--- config.mk ---
export PLATFORM = sky130hd
export DESIGN_NAME = mlcd_fifo
export DESIGN_NICKNAME = d
export VERILOG_FILES = /design/src/rtl/mlcd_pkg.sv /design/src/rtl/mlcd_fifo.sv
export SDC_FILE = /design/constraint.sdc
export NUM_CORES = 1
export LEC_CHECK = 0
export ABC_AREA = 1
export BUFFER_PORTS_ARGS = -buffer_cell sky130_fd_sc_hd__buf_4
export CORE_MARGIN = 8
export CORE_UTILIZATION = 40
export CTS_CLUSTER_DIAMETER = 30
export DETAILED_ROUTE_END_ITERATION = 12
export PLACE_DENSITY = 0.66
export SLEW_MARGIN = 25
export SYNTH_ARGS = -nofsm -noshare
export SYNTH_HDL_FRONTEND = slang
export SYNTH_SLANG_ARGS = --single-unit
--- constraint.sdc ---
create_clock -name i_clk -period 1.5 [get_ports i_clk]
set_input_delay 0.15 -clock i_clk [delete_from_list [all_inputs] [get_ports i_clk]]
set_output_delay 0.15 -clock i_clk [all_outputs]
set_load 0.02 [all_outputs]
--- src/rtl/mlcd_pkg.sv ---
package mlcd_pkg;

    localparam int OPC_W  = 3;
    localparam int X_W    = 7;
    localparam int Y_W    = 7;
    localparam int BYTE_W = 8;
    localparam int LINE_W = 8;

    localparam logic [OPC_W-1:0] OPC_DRAW   = 3'd0;
    localparam logic [OPC_W-1:0] OPC_READ   = 3'd1;
    localparam logic [OPC_W-1:0] OPC_CLEAR  = 3'd2;
    localparam logic [OPC_W-1:0] OPC_UPDATE = 3'd3;
    localparam logic [OPC_W-1:0] OPC_TICK   = 3'd4;
    localparam logic [OPC_W-1:0] OPC_PANEL  = 3'd5;
    localparam logic [OPC_W-1:0] OPC_NEXT   = 3'd6;

    localparam logic [BYTE_W-1:0] MODE_UPDATE = 8'h80;
    localparam logic [BYTE_W-1:0] VCOM_BIT    = 8'h40;
    localparam logic [BYTE_W-1:0] CMD_CLEAR   = 8'h20;
    localparam logic [BYTE_W-1:0] DUMMY_BYTE  = 8'hFF;
    localparam logic [BYTE_W-1:0] PAD_BYTE    = 8'h00;
    localparam logic [BYTE_W-1:0] PIXEL_MSB   = 8'h80;

    typedef enum logic [2:0] {
        OP_DRAW,
        OP_READ,
        OP_CLEAR,
        OP_UPDATE,
        OP_TICK,
        OP_PANEL,
        OP_NEXT,
        OP_BAD
    } t_op;

    typedef enum logic [1:0] {
        KIND_IDLE,
        KIND_FRAME,
        KIND_CMD
    } t_kind;

    typedef enum logic [1:0] {
        PEND_DRAW,
        PEND_READ,
        PEND_FRAME
    } t_pend;

    typedef enum logic [1:0] {
        ST_CLEAR,
        ST_FETCH,
        ST_MEM
    } t_back_state;

    typedef struct packed {
        t_op              op;
        logic             in_range;
        logic [X_W-1:0]   x;
        logic [Y_W-1:0]   y;
        logic             color;
    } t_cmd;

    typedef struct packed {
        logic              pixel_value;
        logic              accepted;
        logic              link_valid;
        logic [BYTE_W-1:0] link_byte;
        logic              select_active;
        logic              transfer_last;
    } t_rsp;

    typedef struct packed {
        logic clearing;
    } t_back_status;

    function automatic logic [BYTE_W-1:0] bit_rev(input logic [BYTE_W-1:0] b);
        logic [BYTE_W-1:0] r;
        for (int i = 0; i < BYTE_W; i++) begin
            r[i] = b[BYTE_W-1-i];
        end
        return r;
    endfunction

endpackage

--- src/rtl/mlcd_fifo.sv ---
module mlcd_fifo (
    input  logic            i_clk,
    input  logic            i_rst_n,
    input  logic            i_push,
    input  mlcd_pkg::t_cmd  i_data,
    output logic            o_ready,
    output logic            o_valid,
    output mlcd_pkg::t_cmd  o_data,
    input  logic            i_pop
);

    mlcd_pkg::t_cmd r_slots [2];
    logic           r_wr;
    logic           r_rd;
    logic [1:0]     r_count;
    logic [1:0]     n_count;

    assign o_ready = (r_count != 2'd2);
    assign o_valid = (r_count != 2'd0);
    assign o_data  = r_slots[r_rd];

    always_comb begin
        n_count = r_count;
        if (i_push && !i_pop) begin
            n_count = r_count + 2'd1;
        end else if (i_pop && !i_push) begin
            n_count = r_count - 2'd1;
        end
    end

    always_ff @(posedge i_clk) begin
        if (i_push) begin
            r_slots[r_wr] <= i_data;
        end
        if (!i_rst_n) begin
            r_wr    <= 1'b0;
            r_rd    <= 1'b0;
            r_count <= 2'd0;
        end else begin
            if (i_push) begin
                r_wr <= ~r_wr;
            end
            if (i_pop) begin
                r_rd <= ~r_rd;
            end
            r_count <= n_count;
        end
    end

endmodule

## Word-level counts from Yosys, hierarchy flattened

Memories as Yosys holds them, arrays and structs flattened. A register that Yosys moved wholly into a read port is not among the register bits.
Index checks and enable logic that the tools add are counted.

| word-level totals | value |
|---|---|
| input bits | 23 |
| register bits after elaboration | 4 |
| output and inout port bits | 21 |
| bits in writable memories | 38 |
| logic and storage cells | 21 |
| memories | 1 |

Memories:

| memory | words | width | read ports | clocked after Yosys merged registers in | wr ports | line | source |
|---|---|---|---|---|---|---|---|
| r_slots | 2 | 19 | 1 | 1 | 1 | mlcd_fifo.sv:12 | `mlcd_pkg::t_cmd r_slots [2];` |

| operators by class | value |
|---|---|
| add/sub/neg operators | 2 |
| mux-type cells | 6 |
| bitwise gates (word level) | 2 |
| reduce and logical (&&, ||, !) cells | 6 |
| equal/unequal tests | 1 |

Operators by type and width:

| cell | count |
|---|---|
| 1-bit 2-to-1 mux | 4 |
| 2-bit 2-to-1 mux | 2 |
| 2-bit nonzero test | 2 |
| 2-bit by 1-bit adder with 2-bit output (second input constant) | 1 |
| 1-bit logical AND | 2 |
| 1-bit zero test | 2 |
| 2-bit inequality test (second input constant) | 1 |
| 1-bit inverter | 2 |
| 2-bit by 1-bit subtractor with 2-bit output (second input constant) | 1 |

## Depth between registers and ports, before layout

Gate-level depths: netlist (run 1).

| logic depth | value |
|---|---|
| word-level depth | 4 |
| mapped depth | 8 |
| depth with buffers taken out | 8 |

## Worst setup path after synthesis (run 1)

No wires, ideal clock.

| path | value |
|---|---|
| path type | reg-to-reg |
| from | register r_wr |
| to | memory r_slots[0][0] (netlist bit), enable pin |
| data arrival time | 1.141 ns |
| data required time | 1.105 ns |
| setup time | 0.395 ns |
| stages on the path, launching flop included | 2 |
| period minus slack after synthesis | 1.536 ns |
| buffers on the path | 0 |
| setup slack | -0.036 ns |
| path through | dfxtp_1 nor2_1 |

RTL lines:

| element | line | source |
|---|---|---|
| start, declared | mlcd_fifo.sv:13 | `logic r_wr;` |
| start signal, assigned | mlcd_fifo.sv:41 | `r_wr <= ~r_wr;` |
| end, declared | mlcd_fifo.sv:12 |  |

No word-level cell before the write port.

==> summary.md, run 1 <==
| Metric | Value |
|---|---|
| Routed vias | between 900 and 1000 |
| Syn_nets | 118 |
| Vias/cell | 4.54 |
| Post-synthesis sequential area ratio | 0.752 |
| Status | finished, final reports clean |
| Crit-path slowest cell | mux2_2 |
| Comb pwr share | 0.146 |
| Grt ovf | 0 |
| First-pass GRT wire length | approximately 4.8 mm |
| Final worst setup slack | between 0.03 and 0.04 ns |
| CTS root buf | clkbuf_8 |
| Area taken by multi-input logic gates | 352 µm² |
| GRT Overall Usage | 0.100 |
| Synth Area in XOR/XNOR | 0 |
| Hold Violations, Final | 0 |
| Worst slew margin | 0.804 |
| # hold bufs at CTS | 0 |
| Int Power | 2.05 mW |
| Sequential share of power | 0.533 |
| Max clock buf depth | 2 |
| Fmax | 0.683 GHz |
| Rows | 23 |
| CP peak stage delay | 0.35 ns |
| Min Clock Period, post-route | 1.46 ns |
| Final Power | between 2 and 3 mW |
| Nets | ~170 |
| GPL Wtd Cong | ~0.65 |
| Cell Area, Synth | approximately 1700 µm² |
| DRC Markers | 0 |
| Post-route clock skew | 0.00415 ns |
| Hold Path Class | primary input to flop |
| Dpl ws | 0.275 ns |
| Yosys warnings | 0 |
| Routed Antenna Nets | 0 |
| Synth Instances | 94 |
| CTS tree | yes |
| Width of the die | 80.3 µm |
| Num ports | 44 |
| Antenna cells | 0 |
| H-Tree Depth | 2 |
| Clock share of power | 0.321 |
| Leading cell type in the layout, fill and taps excluded | buf_4 |
| First-pass DRT Iterations | 4 |
| Total wire length | 3.03 mm |
| Area growth from synthesis to layout | 31.1% |
| CP Max Fanout | 11 |
| Layout filler cell count | between 300 and 400 |
| CTS sink count | 43 |
| Worst path arrival time | 1.31 ns |
| Port bufs | 43 |
| WL/cell | 15.2 µm |
| Clock Pin Slew Worst Setup and Hold Paths | 0.07 ns |
| Switching pwr | approximately 0.57 mW |
| Setup violators final | 0 |
| Required @ worst endpoint | 1.35 ns |
| Largest family of logic cells by synthesized area | multiplexers |
| Slew @ Worst Pin | 0.293 ns |
| Post-synthesis compound-gate area fraction | 0.00606 |
| Height of the chip | 80.3 µm |
| CP Cell Sequence | buf_6 > mux2_2 > buf_4 |
| Worst Hold Depth | 1 |
| Worst-Skew Late Latency | approximately 0.29 ns |
| Avg Cell Area, Syn | roughly 18 µm² |
| Startpoint types | flop |
| Period utilization | 0.977 |
| Core area | 4000 µm² |
| Setup Crit Path Kind | flop to primary output |
| Initial antenna violation count | 0 |
| Detailed Route Iter0 Violations | 52 |
| Peak VDD IR | 0.631 mV |
| Slew Limit Fails | 0 |
| Critical Path End Type | primary output |
| Most frequent cells in the layout | buf_4, edfxtp_1, mux2_4, nand2_1, mux2_2 |
| Mux cell area share after synthesis | 0.152 |
| Vias in the first global route | 1001 |
| Switch share | 0.217 |
| Max-cap viol count | 0 |
| Largest net degree at the start of global routing | 14 |
| Unique masters post-synth | 14 |
| Cts bufs inserted | 5 |
| FF+latch area | about 1200 µm² |
| PwrDens | 1210 nW/µm² |
| Register bit total from synthesis | 43 |
| Final core utilization | 0.541 |
| Simple-Gate Fraction of Synth Area | 0.0455 |
| Initial Utilization | 0.413 |
| Hpwl dp | between 2 and 2.5 mm |
| RSZ-0062 raised after global routing | yes |
| Share of cells above drive strength 1 | 0.517 |
| Adder-Cell Fraction of Synth Area | 0.00758 |
| R2R cell count | 2 |
| Pleak | 0.896 nW |
| Die ar. | between 6000 and 7000 µm² |
sequential cells by signal (all words and copies together), names as in the netlist, named ones only:
signal	flops
r_slots	38
r_rd	1
r_wr	1
r_count	2
cells in the mapped netlist:
cell      count  area, µm²
mux2_4       10        150
nor2_1        7       26.3
edfxtp_1     38       1140
nand4_1       1       6.26
ha_1          1       12.5
dfxtp_1       5        100
mux2_2        9        101
buf_6         1       11.3
a21oi_1       1       5.00
nand3_1       1       5.00
nand2_1      10       37.5
inv_1         8       30.0
buf_12        1       20.0
o21ai_0       1       5.00
per-layer routing:
layer / vias to the layer above / global-route usage / share of wire
li1: 442 / - / -
met1: 426 / 0.101 / 0.39
met2: 32 / 0.167 / 0.51
met3: 4 / 0.0469 / 0.086
met4: 0 / 0.0545 / 0.016
met5: - / 0 / 0
final timing paths:
kind / from / to / slack [ns]
max: flop / o_data[13] / 0.04
min: i_data[17] / r_slots[0][17]$_DFFE_PP_ / 0.04
max reg2reg: r_wr$_SDFFE_PN0P_ / r_slots[0][18]$_DFFE_PP_ / 0.36
min reg2reg: r_rd$_SDFFE_PN0P_ / flop / 0.51
metrics by stage:
stage	setup TNS, ns	hold WS (ns)	cells	cell area [µm²]
after floorplan	0	0.249	94	1650
after global placement	0	0.336	191	2050
after detailed placement	0	0.338	191	2050
after CTS	0	0.0329	199	2170
after global routing	-0.0290	0.0259	199	2170
final	0	0.0445	199	2170
cells by family after synthesis:
group,count (synthesis)
mux,19
fa+ha+maj,1
simple gates,19
flops,43
buf+inv,10
compound gates,2
layout make-up:
| type | instances | share of cell area |
|---|---|---|
| Tap cell | 50 | 0.0289 |
| Clock inverter | 3 | 0.0179 |
| Timing Repair Buffer | 49 | 0.172 |
| Inverter | 8 | 0.0139 |
| Sequential cell | 43 | 0.574 |
| Multi-Input combinational cell | 41 | 0.162 |
| Clock buffer | 5 | 0.0318 |
power groups by stage:
| stage | Clock, mW | Sequential, mW | Combinational (mW) |
|---|---|---|---|
| global placement | 0 | 1.42 | 0.378 |
| global route | 0.916 | 1.40 | 0.415 |
| finish | 0.841 | 1.40 | 0.384 |
| detailed placement | 0 | 1.42 | 0.389 |
| floorplan | 0 | 1.42 | 0.224 |
| CTS | 0.869 | 1.40 | 0.391 |
worst max-delay path, delay by kind of cell (launching register included):
family	cells	cell delay, ns
buf+inv	2	0.34
flops	1	0.34
mux	1	0.35
what timing repair did:
| item | 4_1_cts | 5_1_grt |
|---|---|---|
| setup endpoints to repair | 11 | 8 |
| setup buffers | 0 | 0 |
| hold endpoints to repair | 0 | 0 |
| cloned | 0 | 0 |
| resized for setup | 2 | 0 |
| pin swaps | 0 | 0 |
Note: power is estimated with default switching activity, not from simulation.
==> run 2: changes to the inputs <==
--- a/config.mk
+++ b/config.mk
@@ -7,6 +7,7 @@
 export LEC_CHECK = 0
 export ABC_AREA = 1
 export BUFFER_PORTS_ARGS = -buffer_cell sky130_fd_sc_hd__buf_4
+export CORE_ASPECT_RATIO = 0.7
 export CORE_MARGIN = 8
 export CORE_UTILIZATION = 40
 export CTS_CLUSTER_DIAMETER = 30
==> run 2 against run 1 <==
Die area is 0.51% higher. Sequential power barely moved. Cell count is 1.0% higher. Cell area shrank 0.58%. Utilization is 0.42 points higher. First-iteration DRC count fell by 17%. Global-route usage shrank 0.73 points. Combinational power about the same. Register-to-register slack improved by 0.12 ns. Worst setup slack better by 0.016 ns. Count of clock-buffer cells in the layout unchanged. Critical path type unchanged.
==> summary.md, run 2 (synthesized netlist as in run 1, its figures left out) <==
| Metric | Value |
|---|---|
| Hold Violations, Final | 0 (unchanged) |
| DRC Markers | 0 (unchanged) |
| GRT Overall Usage | 0.0927 (-0.00728) |
| Largest net degree at the start of global routing | 15 (+1) |
| Peak VDD IR | 0.726 mV (+15%) |
| Routed vias | 909 (+0.55%) |
| Core area | 3950 µm² (-1.3%) |
| Critical Path End Type | primary output |
| Max clock buf depth | 2 (unchanged) |
| Post-CTS setup buffer count | 0 (unchanged) |
| Startpoint types | flop |
| Status | finished, final reports clean |
| Worst path arrival time | 1.30 ns (about the same) |
| Most frequent cells in the layout | buf_4, edfxtp_1, mux2_4, nand2_1, mux2_2 |
| Pleak | 0.882 nW (-1.5%) |
| Initial antenna violation count | 0 (unchanged) |
| Slew Limit Fails | 0 (unchanged) |
| Setup TNS | 0 ns (unchanged) |
| First-pass DRT Iterations | 4 (unchanged) |
| Cts bufs inserted | 5 (unchanged) |
| CTS sink count | 43 (unchanged) |
| Total wire length | 2.93 mm (-3.4%) |
| RSZ-0062 raised after global routing | no |
| # hold bufs at CTS | 0 (unchanged) |
| Worst Hold Depth | 1 (unchanged) |
| Detailed Route Iter0 Violations | 43 (-17%) |
| Vias in the first global route | 1035 (+3.4%) |
| Fmax | 0.690 GHz (+1.1%) |
| Max-cap viol count | 0 (unchanged) |
| CTS tree | yes |
| Width of the die | 92.8 µm (+16%) |
| PwrDens | 1140 nW/µm² (-5.8%) |
| Dpl ws | 0.315 ns (+0.0405 ns) |
| Period utilization | 0.966 (-0.0104) |
| Slew @ Worst Pin | 0.136 ns (-0.157 ns) |
| Routed Antenna Nets | 0 (unchanged) |
| CTS root buf | clkbuf_8 |
| CP Max Fanout | 14 (+3) |
| Num ports | 44 (unchanged) |
| Post-route clock skew | 0.00232 ns (-0.00183 ns) |
| Top reg by flops | r_slots |
| FF-to-FF setup slack | 0.48 ns (+0.12 ns) |
| First-pass GRT wire length | 4.66 mm (-1.9%) |
| Area growth from synthesis to layout | 30.4% |
| Required @ worst endpoint | 1.35 ns (about the same) |
| Height of the chip | 69.8 µm (-13%) |
| Setup Crit Path Kind | flop to primary output |
| Share of cells above drive strength 1 | 0.510 (-0.00671) |
| Initial Utilization | 0.419 (+0.00563) |
| Leading cell type in the layout, fill and taps excluded | buf_4 |
| Die ar. | 6470 µm² (+0.51%) |
| Antenna cells | 0 (unchanged) |
| Nets | 172 (unchanged) |
| Rows | 19 (-17%) |
| Grt ovf | 0 (unchanged) |
| Max reg flops | 38 (unchanged) |
| Largest regs | r_slots x38, r_count x2 |
| Worst slew margin | 0.908 (+0.104) |
| Final worst setup slack | 0.0507 ns (+0.0156 ns) |
| Hpwl dp | 2.18 mm (-6.2%) |
| H-Tree Depth | 2 (unchanged) |
| R2R cell count | 3 (+1) |
| Clock Pin Slew Worst Setup and Hold Paths | 0.07 ns (about the same) |
| GPL Wtd Cong | 0.665 (+1.7%) |
| Worst-Skew Late Latency | 0.28 ns (about the same) |
| Min Clock Period, post-route | 1.45 ns (-0.0156 ns) |
| Hold Path Class | primary input to flop |
| Port bufs | 43 (unchanged) |
| WL/cell | 14.6 µm (-4.4%) |
| Setup violators final | 0 (unchanged) |
| Vias/cell | 4.52 (-0.45%) |
run 2: cell types whose count changed in the layout (fill, tap and decap cells not counted):
| cell | delta |
|---|---|
| bufinv_16 | -1 |
| clkinv_2 | -1 |
| clkinv_1 | +1 |
| buf_6 | -1 |
| clkinvlp_4 | +1 |
| buf_12 | +1 |
run 2: worst paths after layout:
kind / from / to
min: i_data[12] / r_slots[1][12]$_DFFE_PP_
max: flop / o_data[16]
max reg2reg: r_wr$_SDFFE_PN0P_ / r_slots[1][5]$_DFFE_PP_
min reg2reg: r_rd$_SDFFE_PN0P_ / r_rd$_SDFFE_PN0P_
run 2: layout make-up:
type,instances,area (µm²)
well taps,52,65.1
flip-flops and latches,43,1240
inverters,8,30.0
fillers,349,1790
clock inverters,3,15.0
clock buffers,5,68.8
multi-input cells,41,352
repair buffers,49,380
run 2: worst max-delay path, cell delays in order, from the launching register on:
cell and delay, ns:
dfxtp_2 0.36, buf_12 0.16, mux2_2 0.34, buf_4 0.16
run 2: through the flow:
stage	cells	hold WS [ns]	cell area [µm²]	util	power (mW)
after global placement	193	0.335	2070	0.524	1.81
after floorplan	94	0.249	1650	-	1.64
after detailed placement	193	0.338	2070	0.524	1.82
final	201	0.0472	2150	0.546	2.45
after global routing	201	0.0286	2150	0.546	2.56
after CTS	201	0.0361	2150	0.546	2.49
run 2: repair_timing:
item	in CTS	in global routing
endpoints found under the setup margin	4	0
gates resized for setup	1	0
endpoints found under the hold margin	0	0
run 2: per-layer routing:
layer	part of all wire	routed length, µm	vias up	GRT usage
met5	0	0	-	0
met1	0.42	1230	429	0.101
met2	0.47	1380	34	0.149
met4	0.0065	19	0	0.0267
li1	-	-	443	-
met3	0.10	298	3	0.0530
run 2: power by group:
group	internal, mW	leakage (nW)	switching [mW]
clock	0.316	0.0392	0.355
combinational	0.195	0.444	0.192
sequential	1.38	0.399	0.0211
==> run 3: changes to the inputs <==
--- a/config.mk
+++ b/config.mk
@@ -12,7 +12,6 @@
 export CORE_UTILIZATION = 40
 export CTS_CLUSTER_DIAMETER = 30
 export DETAILED_ROUTE_END_ITERATION = 12
-export PLACE_DENSITY = 0.66
 export SLEW_MARGIN = 25
 export SYNTH_ARGS = -nofsm -noshare
 export SYNTH_HDL_FRONTEND = slang
==> constraint.sdc (replaced) <==
create_clock -name i_clk -period 1.45 [get_ports i_clk]
set_input_delay 0.145 -clock i_clk [delete_from_list [all_inputs] [get_ports i_clk]]
set_output_delay 0.145 -clock i_clk [all_outputs]
set_load 0.02 [all_outputs]
==> run 3 against run 2 <==
Critical endpoint unchanged. Register-to-register slack worse by 0.02 ns. Via count up 0.22%. Largest cell class unchanged. Total power up 6.2%. Critical path depth unchanged. Utilization up 2.6 points. Die area unchanged. Sequential cell count unchanged. Global-route usage up 0.30 points.
==> summary.md, run 3 (synthesized netlist as in run 1, its figures left out) <==
| Metric | Value |
|---|---|
| Initial Utilization | 0.419 (unchanged) |
| Worst slew margin | 0.908 (about the same) |
| Max-cap viol count | 0 (unchanged) |
| Detailed Route Iter0 Violations | 73 (+70%) |
| Required @ worst endpoint | 1.31 ns (-0.04 ns) |
| Worst path arrival time | 1.28 ns (-0.02 ns) |
| Hpwl dp | 2.20 mm (+0.58%) |
| Area growth from synthesis to layout | 36.5% |
| PwrDens | 1160 nW/µm² (+1.4%) |
| Cts bufs inserted | 5 (unchanged) |
| Largest net degree at the start of global routing | 14 (-1) |
| Placed cell count | 193 (unchanged) |
| CP peak stage delay | 0.38 ns (+0.02 ns) |
| Largest regs | r_slots x38, r_count x2 |
| Worst-Skew Late Latency | 0.29 ns (about the same) |
| Post-CTS setup buffer count | 0 (unchanged) |
| Port bufs | 43 (unchanged) |
| Core area | 3950 µm² (unchanged) |
| CTS root buf | clkbuf_8 |
| Peak VDD IR | 0.761 mV (+4.9%) |
| Total wire length | 2.93 mm (+0.17%) |
| CTS tree | yes |
| Met1 Usage GRT | 0.102 (+0.000199) |
| Pleak | 0.926 nW (+5.0%) |
| Routed vias | 911 (+0.22%) |
| Hold Violations, Final | 0 (unchanged) |
| H-Tree Depth | 2 (unchanged) |
| Fmax | 0.702 GHz |
| Final Power | 2.61 mW (+6.2%) |
| Busiest layer in global routing | met2 |
| Height of the chip | 69.8 µm (unchanged) |
| Status | finished, final reports clean |
| Routed Antenna Nets | 0 (unchanged) |
| Clock Pin Slew Worst Setup and Hold Paths | 0.08 ns (about the same) |
| Setup Crit Path Kind | flop to primary output |
| First-pass GRT wire length | 4.80 mm (+2.8%) |
| Rows | 19 (unchanged) |
| CP Cell Sequence | buf_6 > mux2_2 > buf_6 |
| Most frequent cells in the layout | edfxtp_1, buf_4, buf_6, mux2_4, nand2_1 |
| GRT Overall Usage | 0.0958 (+0.00301) |
| Crit path top cell by count | buf_6 |
| Hold Path Class | primary input to flop |
| CP Buf/Inv Count | 2 (unchanged) |
| Layout filler cell count | 349 (unchanged) |
| Crit-path slowest cell | dfxtp_4 |
| Num ports | 44 (unchanged) |
| Crit path max-delay family | flip-flops |
| First-pass DRT Iterations | 4 (unchanged) |
| CTS sink count | 43 (unchanged) |
| Finished Layout Cells | 202 (+0.50%) |
| Die ar. | 6470 µm² (unchanged) |
| Nets | 173 (+0.58%) |
| Initial antenna violation count | 0 (unchanged) |
| Share of cells above drive strength 1 | 0.520 (+0.00993) |
| Max reg flops | 38 (unchanged) |
| Period utilization | 0.983 |
| Width of the die | 92.8 µm (unchanged) |
| WL/cell | 14.5 µm (-0.32%) |
| Startpoint types | flop |
| Top reg by flops | r_slots |
| Leading cell type in the layout, fill and taps excluded | edfxtp_1 |
| # hold bufs at CTS | 0 (unchanged) |
| Grt ovf | 0 (unchanged) |
| Post-route clock skew | 0.00204 ns (-0.000276 ns) |
| GPL Wtd Cong | 0.627 (-5.7%) |
| Min Clock Period, post-route | 1.42 ns |
| Routing usage on met2 | 0.150 (+0.000786) |
| Slew @ Worst Pin | 0.136 ns (-0.00000918 ns) |
| Vias/cell | 4.51 (-0.28%) |
| Vias in the first global route | 1013 (-2.1%) |
| Critical Path End Type | primary output |
| CP Max Fanout | 5 (-9) |
| Max clock buf depth | 2 (unchanged) |
| Met3 usage in global routing | 0.0562 (+0.00324) |
| Antenna cells | 0 (unchanged) |
| Slew Limit Fails | 0 (unchanged) |
| DRC Markers | 0 (unchanged) |
| RSZ-0062 raised after global routing | yes |
| Setup violators final | 0 (unchanged) |
-- run 3: cell count changes in the layout (fill, tap and decap cells not counted) --
cell	change
clkinv_2	+1
dfxtp_2	-1
mux2_4	+3
clkinv_1	-2
clkbuf_1	+1
dfxtp_4	+1
buf_6	+21
buf_4	-20
mux2_2	-3
-- run 3: timing repair --
| item | CTS | global route |
|---|---|---|
| gates resized for setup | 8 | 22 |
| endpoints found under the setup margin | 19 | 19 |
| endpoints found under the hold margin | 0 | 0 |
| cloned | 1 | 0 |
-- run 3: final cells by class --
class                      count  area, µm²  share of cell area
sequential                    43       1240               0.552
multi-input combinational     41        363               0.161
tap                           52       65.1              0.0289
timing repair buffer          50        467               0.207
clock inverter                 2       12.5             0.00555
clock buffer                   6       72.6              0.0322
inverter                       8       30.0              0.0133
-- run 3: through the flow --
step | hold slack (ns) | worst slack, ns | instance area (µm²) | TNS, ns | util
after floorplan | 0.244 | 0.217 | 1650 | 0 | -
after global placement | 0.330 | 0.294 | 2060 | 0 | 0.521
after detailed placement | 0.333 | 0.283 | 2060 | 0 | 0.521
after CTS | 0.0232 | -0.00268 | 2170 | -0.00492 | 0.550
after global routing | 0.0183 | -0.0217 | 2250 | -0.0659 | 0.571
final | 0.0372 | 0.0252 | 2250 | 0 | 0.571
-- run 3: layer usage --
layer / vias up / share of wire / routed length, µm
li1: 447 / - / -
met1: 427 / 0.42 / 1220
met2: 32 / 0.47 / 1370
met3: 5 / 0.10 / 301
met4: 0 / 0.013 / 38
met5: - / 0 / 0
-- run 3: power by group --
part	leakage [nW]	switching, mW	total, mW	internal (mW)
Clock	0.0412	0.378	0.714	0.336
Combinational	0.486	0.208	0.449	0.241
Sequential	0.399	0.0225	1.45	1.42
Total	0.926	0.608	2.61	2.00
-- run 3: path summary, 6_finish.rpt --
kind / slack (ns) / end / from / cells after the start
setup / recovery: 0.03 / o_data[16] / flop / 3
hold / removal: 0.04 / r_slots[1][3]$_DFFE_PP_ / i_data[3] / 1
setup reg to reg: 0.46 / r_slots[1][2]$_DFFE_PP_ / r_wr$_SDFFE_PN0P_ / 3
hold reg to reg: 0.51 / r_wr$_SDFFE_PN0P_ / r_wr$_SDFFE_PN0P_ / 2
